<file path="config.mk">
export PLATFORM = sky130hd
export DESIGN_NAME = multi_rate_periodic_event_scheduler
export DESIGN_NICKNAME = d
export VERILOG_FILES = /design/src/hdl/mrpes_pkg.sv /design/src/hdl/mrpes_ctrl.sv /design/src/hdl/mrpes_dp.sv /design/src/hdl/multi_rate_periodic_event_scheduler.sv
export SDC_FILE = /design/constraint.sdc
export NUM_CORES = 1
export LEC_CHECK = 0
export BUFFER_PORTS_ARGS = -buffer_cell sky130_fd_sc_hd__buf_2
export CAP_MARGIN = 0
export CORE_MARGIN = 4
export CORE_UTILIZATION = 30
export CTS_BUF_LIST = sky130_fd_sc_hd__clkbuf_8
export DETAILED_ROUTE_END_ITERATION = 7
export GPL_TIMING_DRIVEN = 1
export HOLD_SLACK_MARGIN = 0.15
export PLACE_DENSITY_LB_ADDON = 0.3
export SYNTH_ARGS = -nofsm -noshare
export SYNTH_HDL_FRONTEND = slang
export SYNTH_SLANG_ARGS = --single-unit
</file>
<file path="constraint.sdc">
create_clock -name i_clk -period 13.5 [get_ports i_clk]
set_input_delay 2.7 -clock i_clk [delete_from_list [all_inputs] [get_ports i_clk]]
set_output_delay 2.7 -clock i_clk [all_outputs]
set_load 0.01 [all_outputs]
</file>
<file path="src/hdl/mrpes_pkg.sv">
// Shared types and constants for the multi-rate periodic event scheduler.
// No dependencies; imported by the controller, the datapath and the top level.
package mrpes_pkg;

    // opcodes of an input word
    localparam logic [1:0] OP_TICK    = 2'd0;
    localparam logic [1:0] OP_ENABLE  = 2'd1;
    localparam logic [1:0] OP_DISABLE = 2'd2;
    localparam logic [1:0] OP_START   = 2'd3;

    // fixed field widths
    localparam int OP_W      = 2;
    localparam int CH_W      = 3;
    localparam int CNT_W     = 4;
    localparam int PERIOD_W  = 16;
    localparam int MASK_W    = 6;
    localparam int TICK_W    = 32;
    localparam int CFG_IDX_W = 3;
    localparam int CFG_DAT_W = 16;

    localparam int MAX_CHANNELS    = 8;
    localparam int NUM_PERIOD_REGS = 6;

    // register map
    localparam logic [CFG_IDX_W-1:0] CFG_MASK_IDX = 3'd6;

    // reset values of the registers
    localparam logic [PERIOD_W-1:0] P_RST_MS [NUM_PERIOD_REGS] =
        '{16'd20, 16'd2000, 16'd500, 16'd10, 16'd20, 16'd20};
    localparam logic [MASK_W-1:0] P_RST_MASK = 6'd45;

    // parameter defaults
    localparam int DEF_NUM_CHANNELS   = 6;
    localparam int DEF_BASE_PERIOD_MS = 5;

    // commands from the controller to the datapath
    typedef struct packed {
        logic            acc;        // an input word was accepted
        logic            acc_tick;   // accepted word is a tick
        logic            acc_en;     // accepted word is enable or disable
        logic            en_val;     // new enable bit
        logic [CH_W-1:0] en_ch;      // channel to enable or disable
        logic            walk_tick;  // evaluate channel walk_ch for firing
        logic            walk_start; // reload mark and enable of walk_ch
        logic [CH_W-1:0] walk_ch;
        logic            finish;     // emit the final result word
    } t_dp_cmd;

    // status from the datapath to the controller
    typedef struct packed {
        logic cfg_busy;              // period conversion in flight
    } t_dp_sts;

    // a period of zero base ticks counts as one
    function automatic logic [PERIOD_W-1:0] min1(input logic [PERIOD_W-1:0] x);
        return (x == '0) ? PERIOD_W'(1) : x;
    endfunction

endpackage

</file>
<file path="src/hdl/mrpes_ctrl.sv">
// Sequencer of the scheduler: accepts words and walks the channels one a cycle.
// Depends on mrpes_pkg.
module mrpes_ctrl import mrpes_pkg::*; #(
    parameter int NUM_CHANNELS = DEF_NUM_CHANNELS
) (
    input  logic            i_clk,
    input  logic            i_rst_n,
    input  logic            start,
    output logic            busy,
    input  logic [OP_W-1:0] i_opcode,
    input  logic [CH_W-1:0] i_channel,
    input  logic            i_cfg_we,
    input  t_dp_sts         i_sts,
    output t_dp_cmd         o_cmd
);

    localparam logic [1:0] S_IDLE = 2'd0;
    localparam logic [1:0] S_WALK = 2'd1;
    localparam logic [1:0] S_FIN  = 2'd2;

    localparam logic [CH_W-1:0] LAST_CH = CH_W'(NUM_CHANNELS - 1);

    logic [1:0]      r_state, n_state;
    logic [CH_W-1:0] r_k, n_k;
    logic            r_is_start, n_is_start;
    logic            acc;

    assign busy = (r_state != S_IDLE) || i_sts.cfg_busy || i_cfg_we;
    assign acc  = start && !busy;

    always_comb begin
        n_state    = r_state;
        n_k        = r_k;
        n_is_start = r_is_start;
        o_cmd      = '0;
        o_cmd.en_ch   = i_channel;
        o_cmd.en_val  = (i_opcode == OP_ENABLE);
        o_cmd.walk_ch = r_k;
        case (r_state)
            S_IDLE: begin
                if (acc) begin
                    o_cmd.acc = 1'b1;
                    case (i_opcode)
                        OP_TICK: begin
                            o_cmd.acc_tick = 1'b1;
                            n_state        = S_WALK;
                            n_is_start     = 1'b0;
                        end
                        OP_START: begin
                            n_state    = S_WALK;
                            n_is_start = 1'b1;
                        end
                        default: begin
                            o_cmd.acc_en = 1'b1;
                            n_state      = S_FIN;
                        end
                    endcase
                    n_k = '0;
                end
            end
            S_WALK: begin
                o_cmd.walk_tick  = !r_is_start;
                o_cmd.walk_start = r_is_start;
                if (r_k == LAST_CH) begin
                    n_state = S_FIN;
                end else begin
                    n_k = r_k + CH_W'(1);
                end
            end
            S_FIN: begin
                o_cmd.finish = 1'b1;
                n_state      = S_IDLE;
            end
            default: begin
                n_state = S_IDLE;
            end
        endcase
    end

    always_ff @(posedge i_clk) begin
        if (!i_rst_n) begin
            r_state    <= S_IDLE;
            r_k        <= '0;
            r_is_start <= 1'b0;
        end else begin
            r_state    <= n_state;
            r_k        <= n_k;
            r_is_start <= n_is_start;
        end
    end

endmodule

</file>
<file path="src/hdl/mrpes_dp.sv">
// Datapath of the scheduler: registers, period conversion, marks and result word.
// Depends on mrpes_pkg.
module mrpes_dp import mrpes_pkg::*; #(
    parameter int NUM_CHANNELS   = DEF_NUM_CHANNELS,
    parameter int BASE_PERIOD_MS = DEF_BASE_PERIOD_MS
) (
    input  logic                 i_clk,
    input  logic                 i_rst_n,
    input  logic                 i_cfg_we,
    input  logic [CFG_IDX_W-1:0] i_cfg_index,
    input  logic [CFG_DAT_W-1:0] i_cfg_data,
    input  t_dp_cmd              i_cmd,
    output t_dp_sts              o_sts,
    output logic                 o_strobe,
    output logic                 o_fired,
    output logic [CH_W-1:0]      o_fired_channel,
    output logic [CNT_W-1:0]     o_fired_count,
    output logic                 o_last_result
);

    localparam int IDX_W = (NUM_CHANNELS > 1) ? $clog2(NUM_CHANNELS) : 1;
    localparam int PROD_W = PERIOD_W + TICK_W + 1;
    // reciprocal of the base period, scaled by 2^32
    localparam logic [TICK_W:0] RECIP = (TICK_W + 1)'((64'd1 << TICK_W) / BASE_PERIOD_MS);
    localparam logic [PERIOD_W-1:0] BASE = PERIOD_W'(BASE_PERIOD_MS);
    localparam logic [PERIOD_W-1:0] RST_TICKS [MAX_CHANNELS] = '{
        min1(PERIOD_W'(P_RST_MS[0] / BASE_PERIOD_MS)),
        min1(PERIOD_W'(P_RST_MS[1] / BASE_PERIOD_MS)),
        min1(PERIOD_W'(P_RST_MS[2] / BASE_PERIOD_MS)),
        min1(PERIOD_W'(P_RST_MS[3] / BASE_PERIOD_MS)),
        min1(PERIOD_W'(P_RST_MS[4] / BASE_PERIOD_MS)),
        min1(PERIOD_W'(P_RST_MS[5] / BASE_PERIOD_MS)),
        PERIOD_W'(1),
        PERIOD_W'(1)
    };

    // configuration and channel state
    logic [MASK_W-1:0]   r_mask;
    logic [PERIOD_W-1:0] r_ticks [NUM_CHANNELS];
    logic [TICK_W-1:0]   r_mark  [NUM_CHANNELS];
    logic                r_en    [NUM_CHANNELS];
    logic [TICK_W-1:0]   r_tick_count;

    // period conversion pipe
    logic                 r_cv1_v, r_cv2_v;
    logic [PERIOD_W-1:0]  r_cv1_ms, r_cv2_ms;
    logic [CFG_IDX_W-1:0] r_cv1_idx, r_cv2_idx;
    logic [PROD_W-1:0]    r_prod;

    // pending firing, held until the next one shows whether it was the last
    logic              r_pend_v;
    logic [CH_W-1:0]   r_pend_ch;
    logic [CNT_W-1:0]  r_pend_cnt;

    logic              r_stb, r_fired, r_last;
    logic [CH_W-1:0]   r_och;
    logic [CNT_W-1:0]  r_ocnt;

    logic [PERIOD_W-1:0]         q0, q1, rem, cv_ticks;
    logic [PERIOD_W+IDX_W+9:0]   qb;
    logic [IDX_W-1:0]            wi, ei;
    logic [TICK_W-1:0]           diff;
    logic                        due;
    logic [MAX_CHANNELS-1:0]     mask_ext;

    // fix the low-by-one error of the reciprocal product
    assign q0       = r_prod[TICK_W +: PERIOD_W];
    assign qb       = (PERIOD_W + IDX_W + 10)'(q0) * (PERIOD_W + IDX_W + 10)'(BASE);
    assign rem      = r_cv2_ms - qb[PERIOD_W-1:0];
    assign q1       = (rem >= BASE) ? q0 + PERIOD_W'(1) : q0;
    assign cv_ticks = min1(q1);

    assign wi       = i_cmd.walk_ch[IDX_W-1:0];
    assign ei       = i_cmd.en_ch[IDX_W-1:0];
    assign diff     = r_tick_count - r_mark[wi];
    assign due      = r_en[wi] && !diff[TICK_W-1] && (diff >= TICK_W'(r_ticks[wi]));
    assign mask_ext = MAX_CHANNELS'(r_mask);

    assign o_sts.cfg_busy = r_cv1_v || r_cv2_v;

    // configuration writes and the conversion pipe
    always_ff @(posedge i_clk) begin
        if (!i_rst_n) begin
            r_mask  <= P_RST_MASK;
            r_cv1_v <= 1'b0;
            r_cv2_v <= 1'b0;
            for (int k = 0; k < NUM_CHANNELS; k++) begin
                r_ticks[k] <= RST_TICKS[CH_W'(k)];
            end
        end else begin
            r_cv1_v <= i_cfg_we && (i_cfg_index < CFG_IDX_W'(NUM_PERIOD_REGS));
            r_cv2_v <= r_cv1_v;
            if (i_cfg_we && (i_cfg_index == CFG_MASK_IDX)) begin
                r_mask <= i_cfg_data[MASK_W-1:0];
            end
            if (r_cv2_v && ({1'b0, r_cv2_idx} < (CFG_IDX_W + 1)'(NUM_CHANNELS))) begin
                r_ticks[r_cv2_idx[IDX_W-1:0]] <= cv_ticks;
            end
        end
    end

    always_ff @(posedge i_clk) begin
        r_cv1_ms  <= i_cfg_data[PERIOD_W-1:0];
        r_cv1_idx <= i_cfg_index;
        r_cv2_ms  <= r_cv1_ms;
        r_cv2_idx <= r_cv1_idx;
        r_prod    <= PROD_W'(r_cv1_ms) * PROD_W'(RECIP);
    end

    // tick count, marks, enables and results
    always_ff @(posedge i_clk) begin
        if (!i_rst_n) begin
            r_tick_count <= '0;
            r_pend_v     <= 1'b0;
            r_pend_ch    <= '0;
            r_pend_cnt   <= '0;
            r_stb        <= 1'b0;
            r_fired      <= 1'b0;
            r_och        <= '0;
            r_ocnt       <= '0;
            r_last       <= 1'b0;
            for (int k = 0; k < NUM_CHANNELS; k++) begin
                r_mark[k] <= '0;
                r_en[k]   <= 1'b0;
            end
        end else begin
            r_stb <= 1'b0;
            if (i_cmd.acc) begin
                r_pend_v   <= 1'b0;
                r_pend_cnt <= '0;
            end
            if (i_cmd.acc_tick) begin
                r_tick_count <= r_tick_count + TICK_W'(1);
            end
            if (i_cmd.acc_en && ({1'b0, i_cmd.en_ch} < (CH_W + 1)'(NUM_CHANNELS))) begin
                r_en[ei] <= i_cmd.en_val;
            end
            if (i_cmd.walk_start) begin
                r_mark[wi] <= r_tick_count - TICK_W'(r_ticks[wi]);
                r_en[wi]   <= (i_cmd.walk_ch < CH_W'(NUM_PERIOD_REGS)) &&
                              mask_ext[i_cmd.walk_ch];
            end
            if (i_cmd.walk_tick && due) begin
                r_mark[wi] <= r_mark[wi] + TICK_W'(r_ticks[wi]);
                r_pend_v   <= 1'b1;
                r_pend_ch  <= i_cmd.walk_ch;
                r_pend_cnt <= r_pend_cnt + CNT_W'(1);
                // flush the previous firing, now known not to be the last
                if (r_pend_v) begin
                    r_stb   <= 1'b1;
                    r_fired <= 1'b1;
                    r_och   <= r_pend_ch;
                    r_ocnt  <= r_pend_cnt;
                    r_last  <= 1'b0;
                end
            end
            if (i_cmd.finish) begin
                r_stb   <= 1'b1;
                r_fired <= r_pend_v;
                r_och   <= r_pend_v ? r_pend_ch : '0;
                r_ocnt  <= r_pend_v ? r_pend_cnt : '0;
                r_last  <= 1'b1;
            end
        end
    end

    assign o_strobe        = r_stb;
    assign o_fired         = r_fired;
    assign o_fired_channel = r_och;
    assign o_fired_count   = r_ocnt;
    assign o_last_result   = r_last;

endmodule

</file>
<file path="src/hdl/multi_rate_periodic_event_scheduler.sv">
// Multi-rate periodic event scheduler, top level. Depends on mrpes_pkg, mrpes_ctrl, mrpes_dp.
// Timing: tick and start walk one channel per cycle; the final result word is registered from
//   the finishing state, which follows the walk, or follows accept for enable and disable.
// A new word is taken only once the controller is back in idle after the channel walk and the
//   finishing state. A period write holds busy while the reciprocal multiply converts it
//   to base ticks. Results cannot be stalled.
// Reset: synchronous, active low; restores register defaults, clears count, marks, enables.
module multi_rate_periodic_event_scheduler import mrpes_pkg::*; #(
    parameter int NUM_CHANNELS   = DEF_NUM_CHANNELS,
    parameter int BASE_PERIOD_MS = DEF_BASE_PERIOD_MS
) (
    input  logic                 i_clk,
    input  logic                 i_rst_n,
    // command side: a word is taken when start is high and busy is low
    input  logic                 start,
    output logic                 busy,
    input  logic [OP_W-1:0]      i_opcode,
    input  logic [CH_W-1:0]      i_channel,
    // register writes
    input  logic                 i_cfg_we,
    input  logic [CFG_IDX_W-1:0] i_cfg_index,
    input  logic [CFG_DAT_W-1:0] i_cfg_data,
    // result words, one cycle each, marked by o_strobe
    output logic                 o_strobe,
    output logic                 o_fired,
    output logic [CH_W-1:0]      o_fired_channel,
    output logic [CNT_W-1:0]     o_fired_count,
    output logic                 o_last_result
);

    t_dp_cmd cmd;
    t_dp_sts sts;

    // Controller: accept a word, then step a channel index through the
    // channels for tick and start, and close with a finishing state.
    mrpes_ctrl #(
        .NUM_CHANNELS (NUM_CHANNELS)
    ) u_ctrl (
        .i_clk     (i_clk),
        .i_rst_n   (i_rst_n),
        .start     (start),
        .busy      (busy),
        .i_opcode  (i_opcode),
        .i_channel (i_channel),
        .i_cfg_we  (i_cfg_we),
        .i_sts     (sts),
        .o_cmd     (cmd)
    );

    // Datapath: hold the registers, the tick count, a mark and an enable bit per
    // channel; hold back each firing one step so the last one can be flagged.
    mrpes_dp #(
        .NUM_CHANNELS   (NUM_CHANNELS),
        .BASE_PERIOD_MS (BASE_PERIOD_MS)
    ) u_dp (
        .i_clk           (i_clk),
        .i_rst_n         (i_rst_n),
        .i_cfg_we        (i_cfg_we),
        .i_cfg_index     (i_cfg_index),
        .i_cfg_data      (i_cfg_data),
        .i_cmd           (cmd),
        .o_sts           (sts),
        .o_strobe        (o_strobe),
        .o_fired         (o_fired),
        .o_fired_channel (o_fired_channel),
        .o_fired_count   (o_fired_count),
        .o_last_result   (o_last_result)
    );

endmodule
</file>
# Yosys cells after proc, flatten, opt, wreduce, memory -nomap -nowiden
# Memories as Yosys holds them, arrays and structs flattened. A register that Yosys moved wholly into a read port is not among the register bits.
# Index checks and enable logic that the tools add are counted.
# word_totals
reg_bits	148
latchBits	0
ramBits	294
mem_bits_ro	0
in_bits	28
word_cells	154
memories	3
# memory_table
name	words	word_bits	read_ports	rd_ports_with_merged_regs	wr	line	rtl
u_dp.r_mark	6	32	1	1	6	mrpes_dp.sv:40	logic [TICK_W-1:0] r_mark [NUM_CHANNELS];
u_dp.r_ticks	6	16	1	1	6	mrpes_dp.sv:39	logic [PERIOD_W-1:0] r_ticks [NUM_CHANNELS];
u_dp.r_en	6	1	1	1	6	mrpes_dp.sv:41	logic r_en [NUM_CHANNELS];
# op_classes
addsub	8
n_mul	2
div	0
magnitude_cmp	7
n_eq_ne	9
n_shift	0
n_mux	71
bitwise_logic	1
reduce_logical	33
# op_table
operator	n
32-bit 2-to-1 mux	2
3-bit 2-to-1 mux	18
16-bit 2-to-1 mux	3
16-bit by 30-bit multiplier with 46-bit output (second input constant)	1
1-bit 2-to-1 mux	34
32-bit by 1-bit adder with 32-bit output (second input constant)	1
32-bit by 16-bit adder with 32-bit output	1
32-bit by 16-bit >= comparator with 1-bit output	1
32-bit OR reduction	1
32-bit by 16-bit subtractor with 32-bit output	1
32-bit subtractor	1
4-bit 2-to-1 mux	6
16-bit by 3-bit >= comparator with 1-bit output (second input constant)	1
16-bit zero test	1
14-bit by 3-bit multiplier with 16-bit output (second input constant)	1
16-bit OR reduction	1
16-bit subtractor	1
14-bit by 1-bit adder with 15-bit output (second input constant)	1
3-bit less-than comparator (second input constant)	4
2-bit nonzero test	6
1-bit logical AND	9
2-bit 2-to-1 mux	4
3-bit == test (second input constant)	2
3-bit one-hot mux with 2 select lines	1
18 further kinds	29

# Depth between registers and ports, before layout
# logic_depth
depth_word	14
mapped_depth	33
depth_no_buf	25

# Modules after synthesis
# From an unflattened synthesis, not the netlist that was laid out.
# unflattened
cells_unflattened	2689
hier_area_um2	29249.3
# modules_own_cells
module	instances	cells_per_inst	area_per_inst_um2
mrpes_dp	1	2641	28811.4
mrpes_ctrl	1	48	437.9

# Least setup slack after synthesis
# No wires, ideal clock.
# synth_path
kind	register -> register
startpoint	register (tool-made name)
endpoint	memory u_dp.r_mark[2][0], enable pin
setup_ps	470
arrival_ps	8178
t_required_ps	13030
path_slack_ps	4852
stages_incl_launch_ff	34
n_path_buf	8
path_cell_list	dfxtp_1 > buf_6 > buf_12 > buf_12 > buf_4 > buf_1 > buf_1 > mux4_2 > mux2i_1 > ha_1 > nor2b_1 > o2111ai_1 > nand3_1 > nand3_1 > nand2_1 > and2_1 > o21ai_0 > nand2b_1 > a21o_1 > a21oi_1 > xnor2_1 > ha_1 > a2111oi_0 > nand2b_1 > o21ai_0 > o21ai_0 > nor4_1 > nand4_1 > nor4_4 > a21oi_2 > o21ai_1 > buf_4 > buf_4 > o31ai_1
# synth_rtl
element	line
end, declared	mrpes_dp.sv:40

==> impl_results.md <==
- Vias in the first global route: between 20k and 25k
- Slew Limit Fails: 0
- Setup Buffers After CTS: 0
- Slew HR: between 20% and 30%
- Core ar.: between 100000 and 150000 um^2
- Seq/Total Area, Yosys: between 40% and 50%
- Fin area: about 34000 um^2
- Routed Wire Length: roughly 77000 um
- Number of unique standard cell types used by synthesis: roughly 110
- P_int: about 3.6 mW
- Initial DRC count: around 1.2k
- Final Critical Period: just under 9000 ps
- Final period util: roughly two thirds
- Mean Syn Cell Area: between 10 and 15 um^2
- Share of cells above drive strength 1: 14.39%
- Hold crit path type: register to register
- Most frequent cells in the layout: edfxtp_1, nor2_1, inv_1
- Hold buffers post-CTS: 0
- P per Cell Area: 171.8 nW/um^2
- Post-synthesis register bit count: around 500
- EDFF count, synth: between 300 and 400
- Post-DR vias/cell: about 5
- Total track usage: approximately 15%
- Area grow syn2layout: 11.38%
- Antenna Nets Post-Route: 0
- Comb pwr share: roughly 45%
- # port buffers: 38
- Unrepaired setup endpoints after global routing: false
- Post-Syn Area: approximately 30000 um^2
- Peak supply drop: roughly 0.00019 V
- Max Clk Rate: about 110 MHz
- Dpl ws: approximately 4500 ps
- Commonest non-fill, non-tap cell in the layout: edfxtp_1
- Largest net degree at the start of global routing: between 60 and 70
- Dpl hpwl: ~53000 um
- CTS tree: done
- Net Sw Frac: roughly two fifths
- Resize count post-CTS: 0
- Die width: between 300 and 400 um
- Area of placed instances: between 30000 and 40000 um^2
- Die Area: 106400 um^2
- Endpoints failing setup: 0
- Worst Path Required: about 14000 ps
- Max-capacitance violation count: 0
- Via count: between 15k and 20k
- Most used DFF post-synth: edfxtp_1
- Initial antenna violation count: 1
- Die height: roughly 330 um
- Worst EP arrival: between 9000 and 10000 ps
- Placer Congestion: 0.8788
- DRT Pass-1 Iters: 5
- Crit path capture type: register
- H-tree depth: 3
- Ys async rst share: 0%
- Crit path kind: register to register
- Worst-path fanout max: 50
- Yosys warnings: 0
- Clock share of power: 22.9%
- Critical path launch point type: register
- Grt ovf: 0
- Net Switching: between 2 and 2.5 mW
- CTS Root Cell: clkbuf_8
- Total CTS buffers: slightly above 80
- Hold Fails Final Rpt: 0
- Row Count: approximately 120
- CTS Buffer Depth: 3
- Clk sinks: 503
- Outcome: finished clean
- Starting Density: between 30% and 40%
- Drt wl/cell: 19.22 um
- Post-route DRC: 0
- First-pass GRT wire length: ~120000 um
- Register share of total power: between 30% and 40%
- Placed Cells: ~3.9k
- PnR worst setup slack: 4664 ps
- Clk pin slew, worst setup/hold paths: roughly 60 ps
- Leakage: ~13 nW
- Fin nets: slightly below 3k
- Setup TNS: 0 ps
- IO Pins: 39
- Worst-skew pair later-pin latency: approximately 710 ps
- Non-filler cells, final: about 4k
- Post-synthesis instance total: between 2k and 3k
- Worst Tran Pin Value: 1097 ps
- Clock skew: 39.62 ps
power groups by stage:
stage / Sequential [mW] / Combinational [mW] / Clock (mW)
after CTS: 1.90 / 2.61 / 1.37
after detailed placement: 1.93 / 2.58 / 0
after floorplan: 1.88 / 2.03 / 0
after global routing: 1.91 / 2.95 / 1.45
final: 1.89 / 2.59 / 1.33
after global placement: 1.93 / 2.57 / 0
registers in the layout, summed over array words and instances, names as in the netlist, 3 cells and up, named ones only:
name and cells:
u_dp.r_prod 14, u_dp.r_cv2_idx 3, u_ctrl.r_k 3, u_dp.o_fired_channel 3, u_dp.o_fired_count 4, u_dp.r_pend_ch 3, u_dp.r_ticks 120, u_dp.r_cv1_ms 16
u_dp.r_pend_cnt 4, u_dp.r_mark 256, u_dp.r_cv2_ms 16, u_dp.r_cv1_idx 3, u_dp.r_mask 6, u_dp.r_en 8, u_dp.r_tick_count 32
through the flow:
stage	hold slack (ps)	util [%]	power, mW
2_1_floorplan	309.6	-	3.913
6_report	337.4	33.75	5.815
3_5_place_dp	315.3	32.13	4.510
4_1_cts	340.3	33.74	5.877
5_1_grt	348.9	33.74	6.309
3_3_place_gp	314.0	32.13	4.500
routing by layer:
layer | wire length [um] | share of wire (%) | vias to the layer above | GRT usage, %
li1 | - | - | 9324 | -
met1 | 33330 | 43 | 9785 | 18.41
met2 | 38170 | 50 | 403 | 25.26
met3 | 3258 | 4.2 | 112 | 2.543
met4 | 2238 | 2.9 | 0 | 4.862
met5 | 0 | 0 | - | 0
worst max-delay path: stages, from the launching register on:
cell	delay [ps]
dfxtp_4	1000
buf_4	890
mux4_2	600
mux2i_1	240
ha_1	330
nor2b_1	160
o31a_1	280
a21oi_2	240
nor2_1	110
or3_1	430
xor2_1	170
ha_1	210
a2111oi_0	520
nand2_1	110
a41oi_1	200
o21ai_0	140
nor4_1	290
nand4_1	180
nor4_4	390
a21oi_2	90
buf_4	250
o211ai_4	200
buf_4	480
nand2_2	770
layout make-up:
cell class / count / area, um^2
clock inverters: 60 / 394.1
repair buffers: 66 / 400.4
well taps: 1357 / 1698
fillers: 10050 / 66450
clock buffers: 89 / 1225
diodes: 2 / 5.005
inverters: 230 / 863.3
flip-flops and latches: 503 / 13870
multi-input cells: 1699 / 15380
cell families (layout without fill, tap and decap cells):
kind of cell / count (synthesis) / in the layout / share of synthesized area [%]
AND/OR/NAND/NOR: 692 / 692 / 11.87
flip-flops: 503 / 503 / 45.62
AO/OA/AOI/OAI: 373 / 373 / 9.977
buffers and inverters: 327 / 445 / 4.484
adder cells (fa/ha/maj): 299 / 299 / 14.24
multiplexers: 164 / 164 / 9.706
XOR/XNOR: 141 / 141 / 4.089
other: 1 / 32 / 0.01234
Yosys cell counts, types with 9 or more instances:
cell type,n,share of area (%)
a211oi_1,9,0.22
or3_1,21,0.43
mux4_2,78,5.8
mux4_1,19,1.6
nand4_1,18,0.37
nor4_2,31,1.3
fa_1,78,5.1
nand3_1,48,0.79
mux2i_1,61,2.0
a22oi_4,27,1.9
o21a_1,16,0.40
and2_1,16,0.33
ha_1,221,9.1
o31ai_1,9,0.22
edfxtp_1,379,37
clkbuf_1,48,0.59
inv_1,228,2.8
a21o_1,44,1.1
xnor2_1,82,2.4
nand2_1,112,1.4
buf_2,26,0.43
nor3_1,65,1.1
a21oi_1,96,1.6
xor2_1,58,1.7
o21bai_1,9,0.22
buf_1,12,0.15
nor2_1,256,3.2
a31oi_1,10,0.21
and3_1,22,0.45
o21ai_0,53,0.87
nor2b_1,15,0.31
nand2b_1,25,0.51
dfxtp_1,124,8.2
worst paths after layout:
check	startpoint	cells after the start	endpoint	slack, ps
setup / recovery	register	23	u_dp.r_mark[4][5]$_SDFFCE_PN0P_	4660
hold reg to reg	u_dp.r_cv1_idx[0]$_DFF_P_	0	u_dp.r_cv2_idx[0]$_DFF_P_	340
setup reg to reg	register	23	u_dp.r_mark[4][5]$_SDFFCE_PN0P_	4660
hold / removal	u_dp.r_cv1_idx[0]$_DFF_P_	0	u_dp.r_cv2_idx[0]$_DFF_P_	340
Note: power is estimated with default switching activity, not from simulation.
